[config.mk]
export PLATFORM = sky130hd
export DESIGN_NAME = srt_seq
export DESIGN_NICKNAME = d
export VERILOG_FILES = /design/src/rtl/core/srt_pkg.sv /design/src/rtl/core/srt_seq.sv
export SDC_FILE = /design/constraint.sdc
export NUM_CORES = 2
export LEC_CHECK = 0
export BUFFER_PORTS_ARGS = -buffer_cell sky130_fd_sc_hd__buf_2
export CORE_AREA = 2 2 685 687
export DETAILED_ROUTE_END_ITERATION = 8
export DIE_AREA = 0 0 687 689
export GPL_TIMING_DRIVEN = 0
export PLACE_DENSITY = 0.3
export SYNTH_ARGS = -nofsm -noshare
export SYNTH_HDL_FRONTEND = slang
export SYNTH_SLANG_ARGS = --single-unit
[constraint.sdc]
create_clock -name clk -period 24.5 [get_ports clk]
set_input_delay 4.9 -clock clk [delete_from_list [all_inputs] [get_ports clk]]
set_output_delay 4.9 -clock clk [all_outputs]
set_load 0.005 [all_outputs]
[src/rtl/core/srt_pkg.sv]
// ----------------------------------------------------------------------------
// srt_pkg
// Shared types, constants and helpers of the sorted record table.
// ----------------------------------------------------------------------------
package srt_pkg;

    localparam int CAPACITY   = 16;
    localparam int ADDR_W     = 4;
    localparam int CNT_W      = 5;
    localparam int NAME_WORDS = 7;

    localparam logic [CNT_W-1:0] RESET_MAX_ENTRIES = 5'd10;
    localparam logic [CNT_W-1:0] CAPACITY_CNT      = 5'd16;

    localparam logic [1:0] OP_INSERT = 2'd0;
    localparam logic [1:0] OP_DELETE = 2'd1;
    localparam logic [1:0] OP_LIST   = 2'd2;
    localparam logic [1:0] OP_CLEAR  = 2'd3;

    localparam logic [2:0] ST_INSERTED  = 3'd0;
    localparam logic [2:0] ST_FULL      = 3'd1;
    localparam logic [2:0] ST_REMOVED   = 3'd2;
    localparam logic [2:0] ST_NOT_FOUND = 3'd3;
    localparam logic [2:0] ST_ENTRY     = 3'd4;
    localparam logic [2:0] ST_EMPTY     = 3'd5;
    localparam logic [2:0] ST_CLEARED   = 3'd6;

    typedef logic [NAME_WORDS-1:0][55:0] name_t;

    typedef struct packed {
        logic signed [31:0] key;
        logic [7:0]         age;
        name_t              name;
    } rec_t;

    typedef struct packed {
        logic [1:0]         operation;
        logic signed [31:0] record_key;
        logic [7:0]         record_age;
        logic [55:0]        name_part0;
        logic [55:0]        name_part1;
        logic [55:0]        name_part2;
        logic [55:0]        name_part3;
        logic [55:0]        name_part4;
        logic [55:0]        name_part5;
        logic [55:0]        name_part6;
    } cmd_t;

    typedef struct packed {
        logic [2:0]         status;
        logic signed [31:0] out_key;
        logic [7:0]         out_age;
        logic [55:0]        out_name0;
        logic [55:0]        out_name1;
        logic [55:0]        out_name2;
        logic [55:0]        out_name3;
        logic [55:0]        out_name4;
        logic [55:0]        out_name5;
        logic [55:0]        out_name6;
        logic [CNT_W-1:0]   entry_count;
        logic               last_result;
    } result_t;

    typedef struct packed {
        logic              re;
        logic [ADDR_W-1:0] raddr;
        logic              we;
        logic [ADDR_W-1:0] waddr;
        rec_t              wdata;
    } mem_req_t;

    // The name is a zero-terminated string: every byte after the first zero
    // byte is stored as zero.
    function automatic rec_t make_record(cmd_t c);
        name_t      parts;
        name_t      kept;
        logic       ended;
        logic [7:0] b;
        rec_t       r;
        parts = {c.name_part6, c.name_part5, c.name_part4, c.name_part3,
                 c.name_part2, c.name_part1, c.name_part0};
        ended = 1'b0;
        kept  = '0;
        for (int w = 0; w < NAME_WORDS; w++) begin
            for (int k = 0; k < 7; k++) begin
                b = parts[w][8*k +: 8];
                if (b == 8'h00) begin
                    ended = 1'b1;
                end
                kept[w][8*k +: 8] = ended ? 8'h00 : b;
            end
        end
        r.key  = c.record_key;
        r.age  = c.record_age;
        r.name = kept;
        return r;
    endfunction

    function automatic result_t status_result(logic [2:0] st, logic [CNT_W-1:0] cnt);
        result_t r;
        r             = '0;
        r.status      = st;
        r.entry_count = cnt;
        r.last_result = 1'b1;
        return r;
    endfunction

    function automatic result_t entry_result(rec_t e, logic [CNT_W-1:0] cnt, logic last);
        result_t r;
        r             = '0;
        r.status      = ST_ENTRY;
        r.out_key     = e.key;
        r.out_age     = e.age;
        r.out_name0   = e.name[0];
        r.out_name1   = e.name[1];
        r.out_name2   = e.name[2];
        r.out_name3   = e.name[3];
        r.out_name4   = e.name[4];
        r.out_name5   = e.name[5];
        r.out_name6   = e.name[6];
        r.entry_count = cnt;
        r.last_result = last;
        return r;
    endfunction

endpackage

[src/rtl/core/srt_seq.sv]
// ----------------------------------------------------------------------------
// srt_seq
// Operation sequencer: scans the record store one entry per cycle, shifting
// records up on insert and down on delete, and streams the list.
// ----------------------------------------------------------------------------
module srt_seq (
    input  logic                       clk,
    input  logic                       rst_n,
    input  logic                       start,
    input  srt_pkg::cmd_t              cmd,
    input  logic [srt_pkg::CNT_W-1:0]  max_entries,
    output logic                       busy,
    output srt_pkg::mem_req_t          mem_req,
    input  srt_pkg::rec_t              mem_rdata,
    output logic                       res_valid,
    output srt_pkg::result_t           res
);

    typedef enum logic [4:0] {
        S_IDLE    = 5'b00001,
        S_INS     = 5'b00010,
        S_INS_PUT = 5'b00100,
        S_DEL     = 5'b01000,
        S_LIST    = 5'b10000
    } state_t;

    state_t                       state_reg, state_next;
    logic [srt_pkg::ADDR_W-1:0]   idx_reg, idx_next;
    logic [srt_pkg::CNT_W-1:0]    count_reg, count_next;
    logic                         found_reg, found_next;
    srt_pkg::rec_t                pend_reg, pend_next;

    logic [srt_pkg::CNT_W-1:0]    limit;
    logic [srt_pkg::CNT_W-1:0]    count_dec;
    logic [srt_pkg::ADDR_W-1:0]   top_addr;
    logic                         at_last;
    logic                         key_match;

    assign limit     = (max_entries > srt_pkg::CAPACITY_CNT) ? srt_pkg::CAPACITY_CNT
                                                             : max_entries;
    assign count_dec = count_reg - 5'd1;
    assign top_addr  = count_dec[srt_pkg::ADDR_W-1:0];
    assign at_last   = ({1'b0, idx_reg} == count_dec);
    assign key_match = (mem_rdata.key == pend_reg.key);
    assign busy      = (state_reg != S_IDLE);

    always_comb
    begin
        state_next = state_reg;
        idx_next   = idx_reg;
        count_next = count_reg;
        found_next = found_reg;
        pend_next  = pend_reg;
        mem_req    = '0;
        res_valid  = 1'b0;
        res        = '0;

        unique case (state_reg)
            S_IDLE:
            begin
                if (start)
                begin
                    pend_next = srt_pkg::make_record(cmd);
                    unique case (cmd.operation)
                        srt_pkg::OP_INSERT:
                        begin
                            if (count_reg >= limit)
                            begin
                                res_valid = 1'b1;
                                res = srt_pkg::status_result(srt_pkg::ST_FULL, count_reg);
                            end
                            else if (count_reg == '0)
                            begin
                                mem_req.we    = 1'b1;
                                mem_req.waddr = '0;
                                mem_req.wdata = srt_pkg::make_record(cmd);
                                count_next    = 5'd1;
                                res_valid     = 1'b1;
                                res = srt_pkg::status_result(srt_pkg::ST_INSERTED, 5'd1);
                            end
                            else
                            begin
                                // Walk down from the top entry, moving larger and equal keys up.
                                mem_req.re    = 1'b1;
                                mem_req.raddr = top_addr;
                                idx_next      = top_addr;
                                state_next    = S_INS;
                            end
                        end
                        srt_pkg::OP_DELETE:
                        begin
                            if (count_reg == '0)
                            begin
                                res_valid = 1'b1;
                                res = srt_pkg::status_result(srt_pkg::ST_NOT_FOUND, count_reg);
                            end
                            else
                            begin
                                mem_req.re    = 1'b1;
                                mem_req.raddr = '0;
                                idx_next      = '0;
                                found_next    = 1'b0;
                                state_next    = S_DEL;
                            end
                        end
                        srt_pkg::OP_LIST:
                        begin
                            if (count_reg == '0)
                            begin
                                res_valid = 1'b1;
                                res = srt_pkg::status_result(srt_pkg::ST_EMPTY, count_reg);
                            end
                            else
                            begin
                                mem_req.re    = 1'b1;
                                mem_req.raddr = '0;
                                idx_next      = '0;
                                state_next    = S_LIST;
                            end
                        end
                        srt_pkg::OP_CLEAR:
                        begin
                            count_next = '0;
                            res_valid  = 1'b1;
                            res = srt_pkg::status_result(srt_pkg::ST_CLEARED, 5'd0);
                        end
                        default:
                        begin
                        end
                    endcase
                end
            end

            // mem_rdata holds entry idx_reg.
            S_INS:
            begin
                mem_req.we    = 1'b1;
                mem_req.waddr = idx_reg + 4'd1;
                if (mem_rdata.key < pend_reg.key)
                begin
                    mem_req.wdata = pend_reg;
                    count_next    = count_reg + 5'd1;
                    res_valid     = 1'b1;
                    res = srt_pkg::status_result(srt_pkg::ST_INSERTED, count_reg + 5'd1);
                    state_next    = S_IDLE;
                end
                else
                begin
                    mem_req.wdata = mem_rdata;
                    if (idx_reg == '0)
                    begin
                        state_next = S_INS_PUT;
                    end
                    else
                    begin
                        mem_req.re    = 1'b1;
                        mem_req.raddr = idx_reg - 4'd1;
                        idx_next      = idx_reg - 4'd1;
                    end
                end
            end

            S_INS_PUT:
            begin
                mem_req.we    = 1'b1;
                mem_req.waddr = '0;
                mem_req.wdata = pend_reg;
                count_next    = count_reg + 5'd1;
                res_valid     = 1'b1;
                res = srt_pkg::status_result(srt_pkg::ST_INSERTED, count_reg + 5'd1);
                state_next    = S_IDLE;
            end

            // Once the match is seen, every later entry moves down one slot.
            S_DEL:
            begin
                if (found_reg)
                begin
                    mem_req.we    = 1'b1;
                    mem_req.waddr = idx_reg - 4'd1;
                    mem_req.wdata = mem_rdata;
                end
                else if (key_match)
                begin
                    found_next = 1'b1;
                end
                if (at_last)
                begin
                    res_valid  = 1'b1;
                    state_next = S_IDLE;
                    if (found_reg || key_match)
                    begin
                        count_next = count_dec;
                        res = srt_pkg::status_result(srt_pkg::ST_REMOVED, count_dec);
                    end
                    else
                    begin
                        res = srt_pkg::status_result(srt_pkg::ST_NOT_FOUND, count_reg);
                    end
                end
                else
                begin
                    mem_req.re    = 1'b1;
                    mem_req.raddr = idx_reg + 4'd1;
                    idx_next      = idx_reg + 4'd1;
                end
            end

            S_LIST:
            begin
                res_valid = 1'b1;
                res = srt_pkg::entry_result(mem_rdata, count_reg, at_last);
                if (at_last)
                begin
                    state_next = S_IDLE;
                end
                else
                begin
                    mem_req.re    = 1'b1;
                    mem_req.raddr = idx_reg + 4'd1;
                    idx_next      = idx_reg + 4'd1;
                end
            end

            default:
            begin
                state_next = S_IDLE;
            end
        endcase
    end

    always_ff @(posedge clk or negedge rst_n)
    begin
        if (!rst_n)
        begin
            state_reg <= S_IDLE;
            idx_reg   <= '0;
            count_reg <= '0;
            found_reg <= 1'b0;
        end
        else
        begin
            state_reg <= state_next;
            idx_reg   <= idx_next;
            count_reg <= count_next;
            found_reg <= found_next;
        end
    end

    always_ff @(posedge clk)
    begin
        pend_reg <= pend_next;
    end

endmodule

==> After elaboration in Yosys (flattened, before gate mapping) <==
Cells that the tools add are included.
{ "word_totals": {"input_bits": 874, "word_cells": 711, "reg_bits": 447, "output_inout_bits": 885} }
{ "classes": {"n_addsub": 4, "n_eq_ne": 31, "n_mux": 554, "magnitude_cmp": 3, "reduce_logical": 64} }
{ "ops": {"columns": ["op", "count"], "rows": [
  ["441-bit one-hot mux with 5 select lines", 1],
  ["441-bit one-hot mux with 4 select lines", 1],
  ["437-bit one-hot mux with 4 select lines", 1],
  ["441-bit 2-to-1 mux", 3],
  ["437-bit 2-to-1 mux", 3],
  ["442-bit 2-to-1 mux", 2],
  ["439-bit 2-to-1 mux", 2],
  ["1-bit 2-to-1 mux", 450],
  ["440-bit 2-to-1 mux", 1],
  ["432-bit 2-to-1 mux", 1],
  ["8-bit zero test", 49],
  ["8-bit 2-to-1 mux", 49],
  ["5-bit 2-to-1 mux", 20],
  ["5-bit one-hot mux with 3 select lines", 3],
  ["32-bit == test", 1],
  ["32-bit less-than comparator", 1],
  ["4-bit 2-to-1 mux", 7],
  ["3-bit != test, second input constant", 7],
  ["5-bit one-hot mux with 2 select lines", 2],
  ["5-bit one-hot mux with 4 select lines", 1],
  ["2-bit != test, second input constant", 8],
  ["8-bit AND reduction", 2],
  ["4-bit one-hot mux with 3 select lines", 1],
  ["9-bit AND reduction", 1],
  ["other kinds (35)", 39]
]} }

==> Longest topological paths before layout <==
{ "depth": {"ltp_word": 301, "mapped_depth": 13, "ltp_nobuf": 11} }

==> Worst setup path after synthesis <==
No wires, ideal clock.
{ "synth_timing": {"kind": "input to output", "start": "input port start", "end": "output port mem_req[286] (netlist name)", "required_ns": 19.600, "arrival_time_ns": 16.067, "slack_ns": 3.533, "path_buffers": 2, "stages": 8, "cell_sequence": "nand2_1 -> inv_1 -> nand3_1 -> clkbuf_1 -> nor4_1 -> buf_2 -> a22oi_1 -> nand2_1"} }
{ "synth_lines": {"columns": ["item", "line", "text"], "rows": [
  ["start, declared", "srt_seq.sv:9", "input logic start,"],
  ["end, declared", "srt_seq.sv:13", "output srt_pkg::mem_req_t mem_req,"]
]} }

==> flow_summary.yaml <==
worst_setup_path:
  startpoint: "mem_rdata[414]"
  arrival_ns: 11.04
  path_class: "in -> out"
  r2r_cells: 13
  reg2reg_slack_ns: 19.18
  endpoint: "mem_req[0]"
  critPathLaunchType: "primary input"
  r2r_start: "pend_reg[414]"
  end_kind: "output port"
  cp_max_fo: 13
  r2r_end: "count_reg[3]"
  critPathRequiredTime_ns: 19.60
clocking:
  cts_tree: "done"
  clockBufferDepth: 4
  htree_levels: 3
  clk_latency_ns: 0.84
  ctsHoldBuffers: 0
  cts_resized: 0
  path_clk_slew_ns: 0.05
  cts_num_sinks: 447
  cts_made_buffers: 82
  clockRootBuffer: "clkbuf_16"
  cts_setup_buffers: 0
die:
  io_pins: 1759
  core_area_um2: 466000
  dieArea_um2: 473000
  die_w_um: 687
  die_height_um: 689
  start_util: 0.0637
  rows: 251
logic_synthesis:
  synth_nets: 4152
  mappedNetlistArea_um2: 29700
  synth_ff_type: "edfxtp_1"
  ys_seq_elements: 447
  synthDistinctLibCells: 71
  synth_edf_count: 432
  ys_warn_count: 0
  synth_area_leader_cell: "edfxtp_1"
  syn_inst: 3231
  avgSynthCellArea_um2: 9.18
  async_flop_share: 0.0336
  synth_top_area_frac: 0.437
  ys_seq_area_frac: 0.450
  netlist_top_cells_area: "edfxtp_1, and2_1, nand2_1"
global_routing:
  grt_max_degree: 104
  grt_pass1_wl_um: 566000
  track_usage: 0.197
  gr-total-overflow: 0
  grt_pass1_vias: 36657
  antenna_found_initial: 331
power_and_ir_drop:
  pwr-share-comb: 0.285
  power_density_nw_per_um2: 66.0
  worst_ir_drop_vdd_uv: 56.1
  p_sw_frac: 0.384
  p_switching_mw: 1.27
  clkPwrFrac: 0.369
  intPower_mw: 2.04
  p_leak_nw: 23.0
  seqPwrFrac: 0.346
finish:
  largest_register_ffs: 432
  syn2layout_area_growth_pct: 69.3
  final_cell_mix: "buf_2, and2_1, nand2_1, edfxtp_1, a22oi_1"
  layout_commonest_cell: "buf_2"
  final_cells: 11509
  fin_nets: 6038
  drive_gt1_frac: 0.395
worst_hold_path:
  hold_class: "reg -> reg"
sta:
  fin_crit_sh: 0.651
  relSlewSlack: 0.0649
  setup_viol: 0
  period_minus_slack_ns: 15.94
  holdWs_ns: 0.655
  rsz0062_at_grt: "false"
  drv_slew: 0
  finalHoldViolCount: 0
  tightest_slew_ns: 1.39
  clock-skew-final_ns: 0.0471
  max_freq_ghz: 0.0627
detailed_routing:
  drt_iter0_markers: 3585
  drc: 0
  drtPass1Iterations: 9
  via_per_inst: 3.33
  routed_wl_um: 487000
  num_vias: 38311
  wl_per_cell_um: 42.3
  drtAntennaViolNets: 0
job:
  max_cap_violations: 0
run_status:
  status: "finished clean"
placement:
  dp_cells: 11231
  port_buffers: 1758
  place.gp.congestion: 0.958
  hpwl_um: 429000
[through the flow]
stage                     cell area [µm²]  setup WS [ns]  TNS [ns]  utilization  power [mW]
after global placement              46200         -16.40  -2705.25       0.0992        2.30
final                               50200           8.56         0        0.108        3.32
after CTS                           49900           8.15         0        0.107        3.40
after global routing                50100           8.20         0        0.107        3.45
after floorplan                     29700           3.53         0            -        1.57
after detailed placement            47300           8.17         0        0.102        2.13
[layout make-up]
class | count | area (µm²)
fillers | 54487 | 416000
plain buffers | 259 | 1150
well taps | 6198 | 7750
inverters | 146 | 556
flip-flops and latches | 447 | 13300
clock inverters | 46 | 458
repair buffers | 1802 | 9700
diodes | 138 | 345
multi-input cells | 2379 | 14800
clock buffers | 94 | 2120
[per-layer routing]
metal | up-vias | track usage | share of wire
met2 | 2375 | 0.327 | 0.47
met3 | 676 | 0.0862 | 0.11
met5 | - | 0 | 0.0019
li1 | 15812 | - | -
met1 | 19304 | 0.223 | 0.38
met4 | 144 | 0.0702 | 0.041
[worst max-delay path, cell delays in order]
cell	delay (ns)
buf_2	0.14
ha_1	0.41
a21oi_1	0.42
nand2_1	0.10
a221oi_1	0.68
nor2b_1	0.16
o31ai_1	1.06
nand3_1	0.14
buf_2	0.39
clkbuf_4	0.58
clkbuf_2	0.39
buf_12	0.22
a222oi_1	0.92
inv_1	0.11
buf_2	0.26
[power groups by stage]
stage | Clock (mW) | Combinational (mW) | Sequential (mW)
2_1_floorplan | 0 | 0.331 | 1.24
3_3_place_gp | 0 | 0.948 | 1.35
3_5_place_dp | 0 | 0.975 | 1.16
4_1_cts | 1.27 | 0.978 | 1.14
5_1_grt | 1.28 | 1.01 | 1.16
6_report | 1.22 | 0.945 | 1.15
[cells in the mapped netlist, types with 2 or more instances]
library cell  number
a211oi_1           3
and2_1           674
a22oi_1          223
a21oi_1           34
xnor2_1            7
a21o_1            44
nand2b_1           6
a22o_1            37
and3_1           171
or4_1              7
ha_1              47
o211ai_1           2
buf_2             32
inv_1            146
o31ai_1            6
a31oi_1            3
xor2_1             2
o21ai_0           26
a221o_1           68
or4b_1             2
nand3_1           43
nand2_1          562
dfrtp_1           14
o221ai_1           3
or2_2              4
nor4_1           138
o22ai_1            5
mux2_2             3
nand4_1            7
nor3b_1            3
and4_1             5
o21ai_1           10
or3_1              2
nor2b_1            8
a221oi_1           5
a222oi_1          62
buf_1             11
mux2i_1            2
a32oi_1           48
nor2_1            30
edfxtp_1         432
nor3_1            50
clkbuf_1         214
o22a_1             3
[worst min-delay path by stage]
stage	startpoint	to	slack, ns	cells after the start
floorplan	found_reg	found_reg	0.48	2
global placement	state_reg[4]	state_reg[4]	0.64	1
detailed placement	state_reg[4]	state_reg[4]	0.62	1
CTS	idx_reg[1]	idx_reg[1]	0.64	1
global route	idx_reg[1]	idx_reg[1]	0.66	1
finish	idx_reg[1]	idx_reg[1]	0.65	1
[logic make-up (layout without fill, tap and decap cells)]
kind of cell / after synthesis / in the layout / synth area share
buffers and inverters: 405 / 2347 / 0.0530
multiplexers: 5 / 5 / 0.00181
XOR/XNOR: 10 / 10 / 0.00342
other: 0 / 138 / 0
flip-flops: 447 / 447 / 0.450
AO/OA/AOI/OAI: 596 / 596 / 0.161
AND/OR/NAND/NOR: 1721 / 1721 / 0.312
adder cells (fa/ha/maj): 47 / 47 / 0.0198
(Power assumes the default switching activity.)
